<file path="src/sv/nms_pkg.sv">
`timescale 1ns / 1ps
// ----------------------------------------------------------------------------
// nms_pkg
// Shared types and constants of the box non-maximum suppression block.
// ----------------------------------------------------------------------------
package nms_pkg;

   // field widths fixed by the request and result formats
   localparam int COORD_W       = 16;
   localparam int SIZE_W        = 15;
   localparam int CONF_W        = 16;
   localparam int SRC_W         = 6;
   localparam int THR_W         = 16;
   localparam int AREA_W        = 2 * SIZE_W;
   localparam int MAX_BOXES_DEF = 64;

   localparam logic [THR_W-1:0] THRESH_RESET = 16'd26214;

   // one stored box with its suppression mark
   typedef struct packed {
      logic signed [COORD_W-1:0] x;
      logic signed [COORD_W-1:0] y;
      logic [SIZE_W-1:0]         w;
      logic [SIZE_W-1:0]         h;
      logic [CONF_W-1:0]         conf;
      logic [SRC_W-1:0]          src;
      logic                      sup;
   } entry_type;

   // what every cell of the chain does in a cycle
   typedef enum logic [1:0] {
      CELL_HOLD   = 2'd0,
      CELL_INSERT = 2'd1,
      CELL_SHIFT  = 2'd2,
      CELL_ROTATE = 2'd3
   } cell_op_type;

   // control broadcast to the chain
   typedef struct packed {
      cell_op_type op;
      entry_type   new_entry;
      entry_type   ring_entry;
   } cell_ctrl_type;

endpackage

</file>
<file path="src/sv/nms_cell.sv">
`timescale 1ns / 1ps
// ----------------------------------------------------------------------------
// nms_cell
// One slot of the ranked box chain: sorted insert, shift out and rotate.
// ----------------------------------------------------------------------------
module nms_cell
   import nms_pkg::*;
#(
   parameter int INDEX = 0,
   parameter int CNT_W = 7
) (
   input  logic               clock,
   input  cell_ctrl_type      ctrl,
   input  entry_type          left_entry,
   input  entry_type          right_entry,
   input  logic               left_ge,
   input  logic [CNT_W-1:0]   count,
   output entry_type          entry_o,
   output logic               ge_o
);

   entry_type entry_ff;
   entry_type entry_in;
   logic      tail;

   // occupied and ranked at or above the incoming box
   assign ge_o = (CNT_W'(INDEX) < count) && (entry_ff.conf >= ctrl.new_entry.conf);
   assign tail = (CNT_W'(INDEX + 1) == count);

   // next content of the slot
   always_comb begin
      entry_in = entry_ff;
      case (ctrl.op)
         CELL_INSERT: begin
            if (ge_o) begin
               entry_in = entry_ff;
            end else if (left_ge) begin
               entry_in = ctrl.new_entry;
            end else begin
               entry_in = left_entry;
            end
         end
         CELL_SHIFT: begin
            entry_in = right_entry;
         end
         CELL_ROTATE: begin
            entry_in = tail ? ctrl.ring_entry : right_entry;
         end
         default: begin
            entry_in = entry_ff;
         end
      endcase
   end

   always_ff @(posedge clock) begin
      entry_ff <= entry_in;
   end

   assign entry_o = entry_ff;

endmodule

</file>
<file path="config.mk">
export PLATFORM = sky130hd
export DESIGN_NAME = nms_cell
export DESIGN_NICKNAME = d
export VERILOG_FILES = /design/src/sv/nms_pkg.sv /design/src/sv/nms_cell.sv
export SDC_FILE = /design/constraint.sdc
export NUM_CORES = 1
export LEC_CHECK = 0
export BUFFER_PORTS_ARGS = -buffer_cell sky130_fd_sc_hd__buf_4
export CAP_MARGIN = 0
export CELL_PAD_IN_SITES_DETAIL_PLACEMENT = 0
export CELL_PAD_IN_SITES_GLOBAL_PLACEMENT = 2
export CORE_AREA = 4 4 169 171
export DETAILED_ROUTE_END_ITERATION = 12
export DIE_AREA = 0 0 173 175
export HOLD_SLACK_MARGIN = 0.05
export PLACE_DENSITY_LB_ADDON = 0.05
export SETUP_SLACK_MARGIN = 0.2
export SLEW_MARGIN = 25
export SYNTH_ARGS = -nofsm -noshare
export SYNTH_HDL_FRONTEND = slang
export SYNTH_SLANG_ARGS = --single-unit
export TNS_END_PERCENT = 20
</file>
<file path="constraint.sdc">
create_clock -name clock -period 9.8 [get_ports clock]
set_input_delay 0.49 -clock clock [delete_from_list [all_inputs] [get_ports clock]]
set_output_delay 0.49 -clock clock [all_outputs]
set_load 0.1 [all_outputs]
</file>
## Yosys cells after proc, flatten, opt, wreduce, memory -nomap -nowiden

Cells that the tools add are included.

- Magnitude comparators: 2
- Equal/unequal tests: 5
- Multiplexer cells: 4
- Reductions and logical operators: 3

Operators by type and width:

| operator | number |
|---|---|
| two-way mux 85 bit | 3 |
| case mux 85 bit (3 select lines) | 1 |
| greater-or-equal comparator 16 bit | 1 |
| equality test 1 x 7 -> 1 bit, first input constant | 1 |
| less-than comparator 1 x 7 -> 1 bit, first input constant | 1 |
| equality test 2 bit, second input constant | 2 |
| nonzero test 3 bit | 1 |
| equality test 2 x 1 -> 1 bit, second input constant | 1 |
| != test 2 bit, second input constant | 1 |
| AND reduction 2 bit | 1 |
| logical AND 1 bit | 1 |

- Bits in registers: 85
- Output and inout port bits: 86
- Logic and storage cells: 21

## Longest topological paths before layout

- Depth in word-level cells: 4
- Mapped depth: 6

## Worst setup path after synthesis

Ideal clock, no wire load.

- Path kind: reg2reg
- From: register entry_ff (netlist bit entry_o[7])
- To: register entry_ff (netlist bit entry_o[0]) (enable)
- Arrival time: 4010 ps
- Required time: 9352 ps
- Slack: 5342 ps
- Stages on the path, launching flop included: 7
- Buffers on the path: 0
- Cells stage by stage: edfxtp_1 > inv_1 > ha_1 > nand2b_1 > a2111oi_0 > or4_1 > a41o_1

- Word-level cells in the longest chain between the ends: 4

Ends and longest elaborated chain:

| item | RTL line | RTL |
|---|---|---|
| start, declared | nms_cell.sv:22 | `entry_type entry_ff;` |
| start signal, assigned | nms_cell.sv:56 | `entry_ff <= entry_in;` |
| greater-or-equal comparator 16 bit | nms_cell.sv:27 | `assign ge_o = (CNT_W'(INDEX) < count) && (entry_ff.conf >= ctrl.new_entry.conf);` |
| logical AND 1 bit | nms_cell.sv:27 |  |
| != test 2 bit (no line) | - |  |
| AND reduction 2 bit (no line) | - |  |

Every way passes these cells.
A chain may end at the register's enable or synchronous reset.

## Worst setup path in the final report

- From: register entry_ff (netlist bit entry_o[7])
- To: register entry_ff (netlist bit entry_o[42]) (enable)

The elaborated chain is that of the path after synthesis.

==> summary.txt <==
Finish
  – Layout area overhead: 67.8%
  – Ratio of cells with drive above 1 in the final layout: approximately half
  – Layout Utilization: between 30% and 40%
  – Max reg flops: 85
  – Cell Count, Final, Fillers Out: approximately 1,300
  – Nets: between 1,000 and 1,500
  – FILL cells: around 2,800
  – Sequential cell area: approximately 0.0026 mm2
  – Antenna Cells: 0
  – Multi-input logic area: 0.00287 mm2

Outcome
  – Status: completed

Clock tree
  – Clk root buf: clkbuf_16
  – CTS hold repair buffers: 0
  – Post-CTS Resized: 0
  – TritonCTS clock tree: done
  – Clock-pin transition on the worst setup and hold timing paths: about 0.070 ns
  – H-tree Lvls: 3
  – CTS buffer count: 9
  – Post-CTS Setup Inserts: 0
  – Worst-Skew Late Latency: about 0.34 ns
  – Clock Sinks: 85
  – Clk buf depth: 2

Timing
  – Final Max Slew Viols: 0
  – Share of the clock period used by the worst path: 34.3%
  – Fin Clk Skew: roughly 0.0085 ns
  – Least-Margin Pin Slew: 0.976 ns
  – Final hold vios: 0
  – Unrepaired setup endpoints after global routing: no
  – Final setup vio count: 0
  – Peak Freq: just under 0.3 GHz
  – Setup_tns: 0 ns
  – Tmin final: about 3.4 ns
  – Rel. slew slack: roughly a third
  – WHS: roughly 0.50 ns

Detailed routing
  – Vias per inst: about 4.5
  – Detail Route Antenna Nets: 0
  – Initial DRT Pass Iterations: 4
  – Residual DRC: 0
  – Total Wirelength: between 20 and 25 mm
  – DR iter-0 viols: 140
  – WL/cell: roughly 19 um
  – Total number of vias: about 5,700

Critical path
  – CP endpoint kind: flip-flop
  – CP Data Required Time: roughly 9.8 ns
  – Launching element type of the critical path: flip-flop
  – CP arrival: 3.34 ns
  – CP Class: reg -> reg
  – CP max FO: between 40 and 50

GRT
  – Vias in the first global route: 6,088
  – Initial antenna violation count: 0
  – GRT Util Overall: 15.3%
  – First-pass GRT wire length: about 36 mm
  – Grt ovf: 0
  – Largest net degree at the start of global routing: between 100 and 150

Synthesis
  – Post-synthesis cell type count: 30
  – Count of warnings emitted by yosys: 0
  – Most common cell in the synthesized netlist: a21oi_1
  – Top post-synthesis cells by count: 90 x a21oi_1, 85 x a211oi_1, 85 x edfxtp_1, 85 x mux2i_1, 85 x nor2b_1
  – Post-synth top area share: 44.8%
  – Number of cells produced by synthesis: 535
  – Synthesized flop and latch total: 85
  – Post-synth EDFFs: 85
  – Post-synthesis sequential area ratio: 44.8%
  – Syn Std Cell Area: 0.00570 mm2
  – Post-synth ARST share: 0%
  – Ys flop type: edfxtp_1
  – Largest cells by area after synthesis: edfxtp_1 45%, mux2i_1 15%, a211oi_1 11%
  – Synth area leader: edfxtp_1
  – Syn nets: roughly 900
  – Mean Syn Cell Area: approximately 11 um2

Pwr
  – Switching share of power: about two fifths
  – Overall power: 0.00143 W
  – Share of total power in sequential cells: roughly 33%
  – Sw power: approximately 0.00057 W
  – PD cells: about 150 mW/mm2
  – Clk network pwr share: 26.2%
  – Max VDD drop: roughly 0.052 mV
  – Internal power consumption: roughly 0.00086 W
  – Comb pwr share: ~40%
  – Leak pwr: slightly below 4 nW

Placed design
  – Gp weighted congestion: 0.804
  – Detail Placement HPWL: a little under 20 mm
  – Buffers on Ports: between 400 and 500
  – Placed cell count: 1,271

Floorplan
  – Core region area: 0.0269 mm2
  – Die height: about 180 um
  – Die width: 173 um
  – Area of the die: a little over 0.03 mm2
  – Num ports: between 400 and 500
  – Initial Utilization: around a fifth
  – Row cnt: 60

Run
  – Max Cap Violations: 0

Hold path
  – Hold Crit Class: in -> reg
==> per-stage QoR <==
step                setup WS, ns  area [um2]
floorplan                   5.34        5700
global placement            6.15        9230
detailed placement          6.08        9230
CTS                         6.28        9540
global route                6.21        9570
finish                      6.44        9570
==> logic make-up (layout without fill, tap and decap cells) <==
kind of cell / after synthesis / after routing / share of synthesized area (%)
flip-flops: 85 / 85 / 44.8
buffers and inverters: 63 / 475 / 5.13
multiplexers: 85 / 85 / 14.9
AND/OR/NAND/NOR: 102 / 102 / 11.3
AO/OA/AOI/OAI: 184 / 184 / 20.4
adder cells (fa/ha/maj): 16 / 16 / 3.51
==> final timing paths <==
check	from	endpoint	slack (ns)	depth (start not counted)
worst max register to register	entry_o[7]	entry_o[42]	6.44	7
worst min-delay path	ctrl[169]	entry_o[84]	0.50	3
worst max-delay path	entry_o[7]	entry_o[42]	6.44	7
worst min register to register	entry_o[22]	entry_o[11]	1.28	3
==> layout by cell type, fill, tap and decap left out, types with 2 or more instances in the layout <==
| cell type | count |
|---|---|
| nor2b_1 | 85 |
| nand4_1 | 3 |
| clkbuf_16 | 9 |
| buf_4 | 442 |
| nand2_1 | 3 |
| inv_1 | 16 |
| ha_1 | 16 |
| nand2b_1 | 2 |
| a211oi_1 | 85 |
| nor2_1 | 3 |
| a21oi_1 | 90 |
| clkinv_1 | 2 |
| bufinv_16 | 2 |
| edfxtp_1 | 85 |
| mux2i_1 | 85 |
==> final cells by class <==
cell class	instances	area share, %
Multi-Input combinational cell	387	30.0
Tap cell	341	4.46
Inverter	16	0.628
Clock buffer	9	2.35
Clock inverter	7	0.928
Timing Repair Buffer	443	35.0
Sequential cell	85	26.7
==> metal layers <==
metal | GRT usage [%] | vias up | routed length [um]
met5 | 0 | - | 0
met4 | 3.49 | 0 | 257
met3 | 4.87 | 13 | 1880
met2 | 29.3 | 226 | 13300
met1 | 16.3 | 2634 | 9130
li1 | - | 2861 | -
==> power groups by stage <==
stage	combinational (W)	sequential, W	clock (W)
after floorplan	0.000103	0.000755	0
after global placement	0.000594	0.000472	0
after detailed placement	0.000596	0.000473	0
after CTS	0.000596	0.000466	0.000389
after global routing	0.000620	0.000469	0.000405
final	0.000588	0.000465	0.000373
==> worst max-delay path, cell delays in order (launching register included) <==
cell       delay [ns]
edfxtp_1         0.40
inv_1            0.08
ha_1             0.21
nand2b_1         0.13
a2111oi_0        0.68
or4_1            0.23
a41o_4           0.64
buf_4            0.59
No activity file was read; power rests on OpenSTA's default activity.
