===== src/sv/nms_pkg.sv =====
`timescale 1ns / 1ps
// ----------------------------------------------------------------------------
// nms_pkg
// Shared types and constants of the box non-maximum suppression block.
// ----------------------------------------------------------------------------
package nms_pkg;

   // field widths fixed by the request and result formats
   localparam int COORD_W       = 16;
   localparam int SIZE_W        = 15;
   localparam int CONF_W        = 16;
   localparam int SRC_W         = 6;
   localparam int THR_W         = 16;
   localparam int AREA_W        = 2 * SIZE_W;
   localparam int MAX_BOXES_DEF = 64;

   localparam logic [THR_W-1:0] THRESH_RESET = 16'd26214;

   // one stored box with its suppression mark
   typedef struct packed {
      logic signed [COORD_W-1:0] x;
      logic signed [COORD_W-1:0] y;
      logic [SIZE_W-1:0]         w;
      logic [SIZE_W-1:0]         h;
      logic [CONF_W-1:0]         conf;
      logic [SRC_W-1:0]          src;
      logic                      sup;
   } entry_type;

   // what every cell of the chain does in a cycle
   typedef enum logic [1:0] {
      CELL_HOLD   = 2'd0,
      CELL_INSERT = 2'd1,
      CELL_SHIFT  = 2'd2,
      CELL_ROTATE = 2'd3
   } cell_op_type;

   // control broadcast to the chain
   typedef struct packed {
      cell_op_type op;
      entry_type   new_entry;
      entry_type   ring_entry;
   } cell_ctrl_type;

endpackage


===== src/sv/nms_iou.sv =====
`timescale 1ns / 1ps
// ----------------------------------------------------------------------------
// nms_iou
// Pipelined overlap test: intersection * 2^16 > threshold * union.
// ----------------------------------------------------------------------------
module nms_iou
   import nms_pkg::*;
(
   input  logic             clock,
   input  logic             reset,
   input  logic             start,
   input  entry_type        a,
   input  entry_type        b,
   input  logic [THR_W-1:0] threshold,
   output logic             done,
   output logic             hit
);

   localparam int EDGE_W = COORD_W + 1;
   localparam int DIFF_W = COORD_W + 2;
   localparam int UNI_W  = AREA_W + 1;
   localparam int PROD_W = UNI_W + THR_W;

   logic [3:0] valid_ff;

   logic signed [COORD_W-1:0] x1_ff, y1_ff;
   logic signed [EDGE_W-1:0]  x2_ff, y2_ff;
   logic [AREA_W-1:0]         area_a_ff, area_b_ff;
   logic [AREA_W-1:0]         inter2_ff, inter3_ff, inter4_ff;
   logic [UNI_W-1:0]          asum_ff, uni3_ff, uni4_ff;
   logic [PROD_W-1:0]         prod_ff;

   logic signed [EDGE_W-1:0]  ax2, bx2, ay2, by2;
   logic signed [DIFF_W-1:0]  dx, dy;
   logic [SIZE_W-1:0]         iw, ih;
   logic [PROD_W-1:0]         inter_scaled;

   // stage 1 edges and areas
   assign ax2 = {a.x[COORD_W-1], a.x} + $signed({2'b00, a.w});
   assign bx2 = {b.x[COORD_W-1], b.x} + $signed({2'b00, b.w});
   assign ay2 = {a.y[COORD_W-1], a.y} + $signed({2'b00, a.h});
   assign by2 = {b.y[COORD_W-1], b.y} + $signed({2'b00, b.h});

   // stage 2 intersection extents, never wider than a box side
   assign dx = {x2_ff[EDGE_W-1], x2_ff} - {{2{x1_ff[COORD_W-1]}}, x1_ff};
   assign dy = {y2_ff[EDGE_W-1], y2_ff} - {{2{y1_ff[COORD_W-1]}}, y1_ff};
   assign iw = (dx > 0) ? dx[SIZE_W-1:0] : '0;
   assign ih = (dy > 0) ? dy[SIZE_W-1:0] : '0;

   always_ff @(posedge clock) begin
      if (reset) begin
         valid_ff <= '0;
      end else begin
         valid_ff <= {valid_ff[2:0], start};
      end
   end

   always_ff @(posedge clock) begin
      x1_ff     <= (a.x > b.x) ? a.x : b.x;
      y1_ff     <= (a.y > b.y) ? a.y : b.y;
      x2_ff     <= (ax2 < bx2) ? ax2 : bx2;
      y2_ff     <= (ay2 < by2) ? ay2 : by2;
      area_a_ff <= a.w * a.h;
      area_b_ff <= b.w * b.h;
      inter2_ff <= iw * ih;
      asum_ff   <= {1'b0, area_a_ff} + {1'b0, area_b_ff};
      uni3_ff   <= asum_ff - {1'b0, inter2_ff};
      inter3_ff <= inter2_ff;
      prod_ff   <= {{(PROD_W-UNI_W){1'b0}}, uni3_ff} * {{(PROD_W-THR_W){1'b0}}, threshold};
      uni4_ff   <= uni3_ff;
      inter4_ff <= inter3_ff;
   end

   // final compare, a zero union never suppresses
   assign inter_scaled = {{(PROD_W-AREA_W-16){1'b0}}, inter4_ff, 16'h0000};
   assign hit  = (uni4_ff != '0) && (inter_scaled > prod_ff);
   assign done = valid_ff[3];

endmodule


===== config.mk =====
export PLATFORM = sky130hd
export DESIGN_NAME = nms_iou
export DESIGN_NICKNAME = d
export VERILOG_FILES = /design/src/sv/nms_pkg.sv /design/src/sv/nms_iou.sv
export SDC_FILE = /design/constraint.sdc
export NUM_CORES = 2
export LEC_CHECK = 0
export BUFFER_PORTS_ARGS = -buffer_cell sky130_fd_sc_hd__buf_2
export CAP_MARGIN = 30
export CORE_ASPECT_RATIO = 0.9
export CORE_MARGIN = 2
export CORE_UTILIZATION = 60
export DETAILED_ROUTE_END_ITERATION = 6
export GPL_ROUTABILITY_DRIVEN = 0
export PLACE_DENSITY = 0.78
export SETUP_SLACK_MARGIN = 0.5
export SYNTH_ARGS = -nofsm -noshare
export SYNTH_HDL_FRONTEND = slang
export SYNTH_SLANG_ARGS = --single-unit

===== constraint.sdc =====
create_clock -name clock -period 20.7 [get_ports clock]
set_input_delay 4.14 -clock clock [delete_from_list [all_inputs] [get_ports clock]]
set_output_delay 4.14 -clock clock [all_outputs]
set_load 0.005 [all_outputs]

# Yosys cells after proc, flatten, opt, wreduce, memory -nomap -nowiden
# Index checks and enable logic that the tools add are counted.
[totals]
register_bits = 360
input_bits = 189
output_inout_bits = 2
word_cells = 41
[classes]
n_addsub = 8
mul = 4
order_cmp = 7
mux = 6
n_reduce_logical = 2
[op_table]
columns = ["cell", "count"]
rows = [
  ["$mul 15x15->30", 3],
  ["$add 16x16->17", 4],
  ["$gt 46x47->1", 1],
  ["$mul 31x16->47", 1],
  ["$gt 18x1->1 const B", 2],
  ["$sub 17x16->18", 2],
  ["$lt 17x17->1", 2],
  ["$mux 17", 2],
  ["$gt 16x16->1", 2],
  ["$mux 16", 2],
  ["$add 30x30->31", 1],
  ["$reduce_bool 31->1", 1],
  ["$sub 31x30->31", 1],
  ["$mux 15", 2],
  ["$logic_and 1x1->1", 1],
]

# Logic depth before layout (Yosys ltp)
[depth]
word_depth = 4
depth_mapped = 37

# Worst setup path after synthesis
# No wires, ideal clock.
[synth_timing]
path_type = "in2reg"
start = "input port threshold[1]"
end = "register prod_ff[46]"
setup_time_ps = 72
t_arrival_ps = 10099
t_required_ps = 20628
path_slack_ps = 10529
path_stages = 24
cell_sequence = "clkbuf_1 nand2_1 fa_1 inv_1 fa_1 inv_1 fa_1 inv_1 fa_1 inv_1 fa_1 inv_1 fa_1 ha_1 nand3_1 nor3_1 a31o_2 or3_4 or3_1 a31oi_1 nor3_1 a221o_1 a21oi_1 xnor2_1"
[synth_between]
elab_chain_len = 1
[synth_rtl]
columns = ["element", "line", "rtl"]
rows = [
  ["start: declaration", "nms_iou.sv:14", "input logic [THR_W-1:0] threshold,"],
  ["$mul 31x16->47", "nms_iou.sv:69", "prod_ff <= {{(PROD_W-UNI_W){1'b0}}, uni3_ff} * {{(PROD_W-THR_W){1'b0}}, threshold};"],
  ["end signal: assignment", "nms_iou.sv:69", ""],
  ["end: declaration", "nms_iou.sv:31", "logic [PROD_W-1:0] prod_ff;"],
]
# Every way passes these cells.
# A chain may end at the register's enable or synchronous reset.

# Worst setup path in the final report
[layout_timing]
start = "input port threshold[4]"
end = "register prod_ff[45]"
# The elaborated chain is that of the path after synthesis.

==> metrics.md <==
| Metric | Value |
|---|---|
| Status | complete, no violations |
| Total GRT Usage | 0.295 |
| Hold Vio Cnt, Final | 0 |
| Chip height | 289 µm |
| Die footprint | 92800 µm² |
| Root Driver | clkbuf_16 |
| Count leader, synth | inv_1 |
| CP arrival | 11.15 ns |
| Post-CTS Setup Bufs | 0 |
| Hold Buf Count CTS | 0 |
| Clk slew on worst S/H paths | 0.06 ns |
| Final worst-path cycle share | 0.516 |
| Post-Synth XOR/XNOR Area | 0.0399 |
| Largest family of logic cells by synthesized area | adder cells |
| Final Max Slew Viols | 0 |
| Final Cell Area | 57200 µm² |
| Post-Syn Nets | 7730 |
| Setup Total Neg Slack | 0 ns |
| Least-Margin Pin Slew | 1.10 ns |
| CP Data Required Time | 21.18 ns |
| Clock Sinks | 360 |
| Number of synthesized flops with an enable pin | 0 |
| Mux share of post-synthesis cell area | 0.0138 |
| Residual DRC | 0 |
| Layout cell share with drive strength beyond 1 | 0.0525 |
| H-tree levels | 2 |
| Synth async-reset ratio | 0 |
| Register bit count reported by yosys | 360 |
| First-pass GRT wire length | 220 mm |
| Worst R2R End | inter2_ff[28]$_DFF_P_ |
| Rel. slew slack | 0.262 |
| Worst r2r src | y1_ff[1]$_DFF_P_ |
| Min Tclk post-route | 10.67 ns |
| CTS tree | built |
| Worst R2R Setup Slack | 10.78 ns |
| CORE AREA | 89500 µm² |
| Layout area overhead | 5.45% |
| Max Clock Freq | 93.7 MHz |
| Dpl hpwl | 106 mm |
| Clock latency at the later pin of the worst-skew pair | 0.58 ns |
| Hold path startpoint | inter3_ff[21]$_DFF_P_ |
| FP Rows | 104 |
| Placed insts | 7115 |
| Compound-Gate Fraction of Synth Area | 0.0830 |
| Register area share after synthesis | 0.133 |
| Max-cap violations | 0 |
| Total CTS buffers | 38 |
| RSZ-0062 raised after global routing | no |
| Number of routed nets with antenna violations | 0 |
| Crit start category | primary input |
| Setup Viol. Count Final | 0 |
| Routed len/inst | 18.5 µm |
| # resized after CTS | 0 |
| Share of the synthesized area in the top cell type | 0.337 |
| Synth area leader | fa_1 |
| # nets final | 7743 |
| Clock Skew | 0.0317 ns |
| Syn Area/Cell | 9.07 µm² |
| DRT Pass-1 Iters | 6 |
| Cell Area, Synth | 54300 µm² |
| Post-synth cell types | 75 |
| Worst Hold Class | reg -> reg |
| Setup crit end kind | flip-flop |
| Die Wd | 321 µm |
| Worst Hold Path EP | inter4_ff[21]$_DFF_P_ |
| Hold path depth | 0 |
| Largest net degree at the start of global routing | 94 |
| Initial core utilization | 0.606 |
| Detailed Route Iter0 Violations | 2727 |
| Synth Instances | 5979 |
| Clock Path Buffers | 3 |
| Post-Place Cell Area | 55900 µm² |
| DRT Wirelength | 133 mm |
| Non-Filler Instances | 7185 |
| Port Buffers | 144 |
| Critical Path Start | threshold[4] |
| Ys Warns | 0 |
| I/O Pins | 191 |
| Most used DFF post-synth | dfxtp_1 |
| Commonest cells post-synth | inv_1, fa_1, nand2_1 |
| Area fraction in and, or, nand and nor cells after synthesis | 0.155 |
| Vias in the first global route | 43413 |
| Grt total ovfl | 0 |
| Vias per inst | 5.73 |
| Top cells by area, synth | fa_1, ha_1, dfxtp_1, inv_1, nand2_1 |
| Via Count | 41184 |
| WS Path Type | in -> reg |
| Initial antenna violation count | 10 |
| R2R cell count | 35 |
| Adder-Cell Fraction of Synth Area | 0.487 |
| CP max FO | 31 |
==> kinds of logic after synthesis <==
kind of cell / count (synthesis)
multiplexers: 69
adder cells (fa/ha/maj): 1562
AO/OA/AOI/OAI: 691
buffers and inverters: 1274
AND/OR/NAND/NOR: 1776
flip-flops: 360
XOR/XNOR: 247
==> layout make-up <==
cell class | instances | area [µm²]
sequential | 360 | 7210
clock inverter | 18 | 277
inverter | 1079 | 4050
clock buffer | 48 | 1040
timing repair buffer | 168 | 928
tap | 1166 | 1460
fill | 7311 | 32300
antenna | 1 | 2.50
multi-input combinational | 4345 | 42300
==> critical path, stage by stage <==
cell and delay [ns]:
buf_2 0.64, nand2_1 0.21, fa_1 0.62, inv_1 0.06, fa_1 0.39, fa_1 0.53
fa_1 0.57, inv_1 0.06, fa_1 0.48, inv_1 0.05, fa_1 0.45, ha_1 0.36
a21o_1 0.19, a21oi_1 0.23, o21ai_1 0.13, a21oi_1 0.51, o21ai_1 0.28, a41oi_1 0.53
o21ai_1 0.15, a311oi_1 0.37, xnor2_1 0.17
==> through the flow <==
| stage | utilization | setup WS, ns | hold slack (ns) |
|---|---|---|---|
| after floorplan | - | 10.53 | 0.310 |
| after global placement | 0.623 | 9.64 | 0.310 |
| after detailed placement | 0.624 | 9.62 | 0.312 |
| after CTS | 0.639 | 10.12 | 0.323 |
| after global routing | 0.639 | 9.70 | 0.327 |
| final | 0.639 | 10.03 | 0.322 |
==> layer usage <==
layer / GRT usage / share of wire / up-vias
li1: - / - / 18910
met4: 0.125 / 0.048 / 18
met3: 0.0505 / 0.082 / 344
met5: 0 / 0.00085 / -
met1: 0.380 / 0.40 / 20172
met2: 0.493 / 0.47 / 1740
==> how the worst max path moves through the flow <==
stage,to,slack (ns),depth (start not counted)
global placement,prod_ff[45]$_DFF_P_,9.64,23
floorplan,prod_ff[46]$_DFF_P_,10.53,24
global route,prod_ff[45]$_DFF_P_,9.70,21
finish,prod_ff[45]$_DFF_P_,10.03,21
CTS,prod_ff[45]$_DFF_P_,10.12,21
detailed placement,prod_ff[45]$_DFF_P_,9.62,21
==> cell usage in the layout, fill, tap and decap left out, types with 44 or more instances in the layout <==
| cell | Yosys | layout |
|---|---|---|
| inv_1 | 1079 | 1079 |
| fa_1 | 913 | 913 |
| nand2_1 | 799 | 799 |
| ha_1 | 649 | 649 |
| dfxtp_1 | 360 | 360 |
| and2_1 | 320 | 320 |
| a21oi_1 | 202 | 202 |
| nor2_1 | 192 | 191 |
| xnor2_1 | 173 | 173 |
| buf_2 | 20 | 144 |
| nor3_1 | 139 | 139 |
| o21ai_0 | 124 | 124 |
| a21o_1 | 107 | 107 |
| nand3_1 | 84 | 84 |
| xor2_1 | 74 | 74 |
| nand2b_1 | 54 | 53 |
| o21a_1 | 50 | 50 |
| mux2_2 | 45 | 45 |
| nor2b_1 | 44 | 44 |
==> registers in the layout (all words and copies together), names as in the netlist, 31 cells and up <==
| name | flops |
|---|---|
| asum_ff | 31 |
| uni3_ff | 31 |
| prod_ff | 47 |
| uni4_ff | 31 |
Power is left out: the tool's default activity adds up to more than one toggle a clock period on the data nets, which glitch-free logic cannot reach.
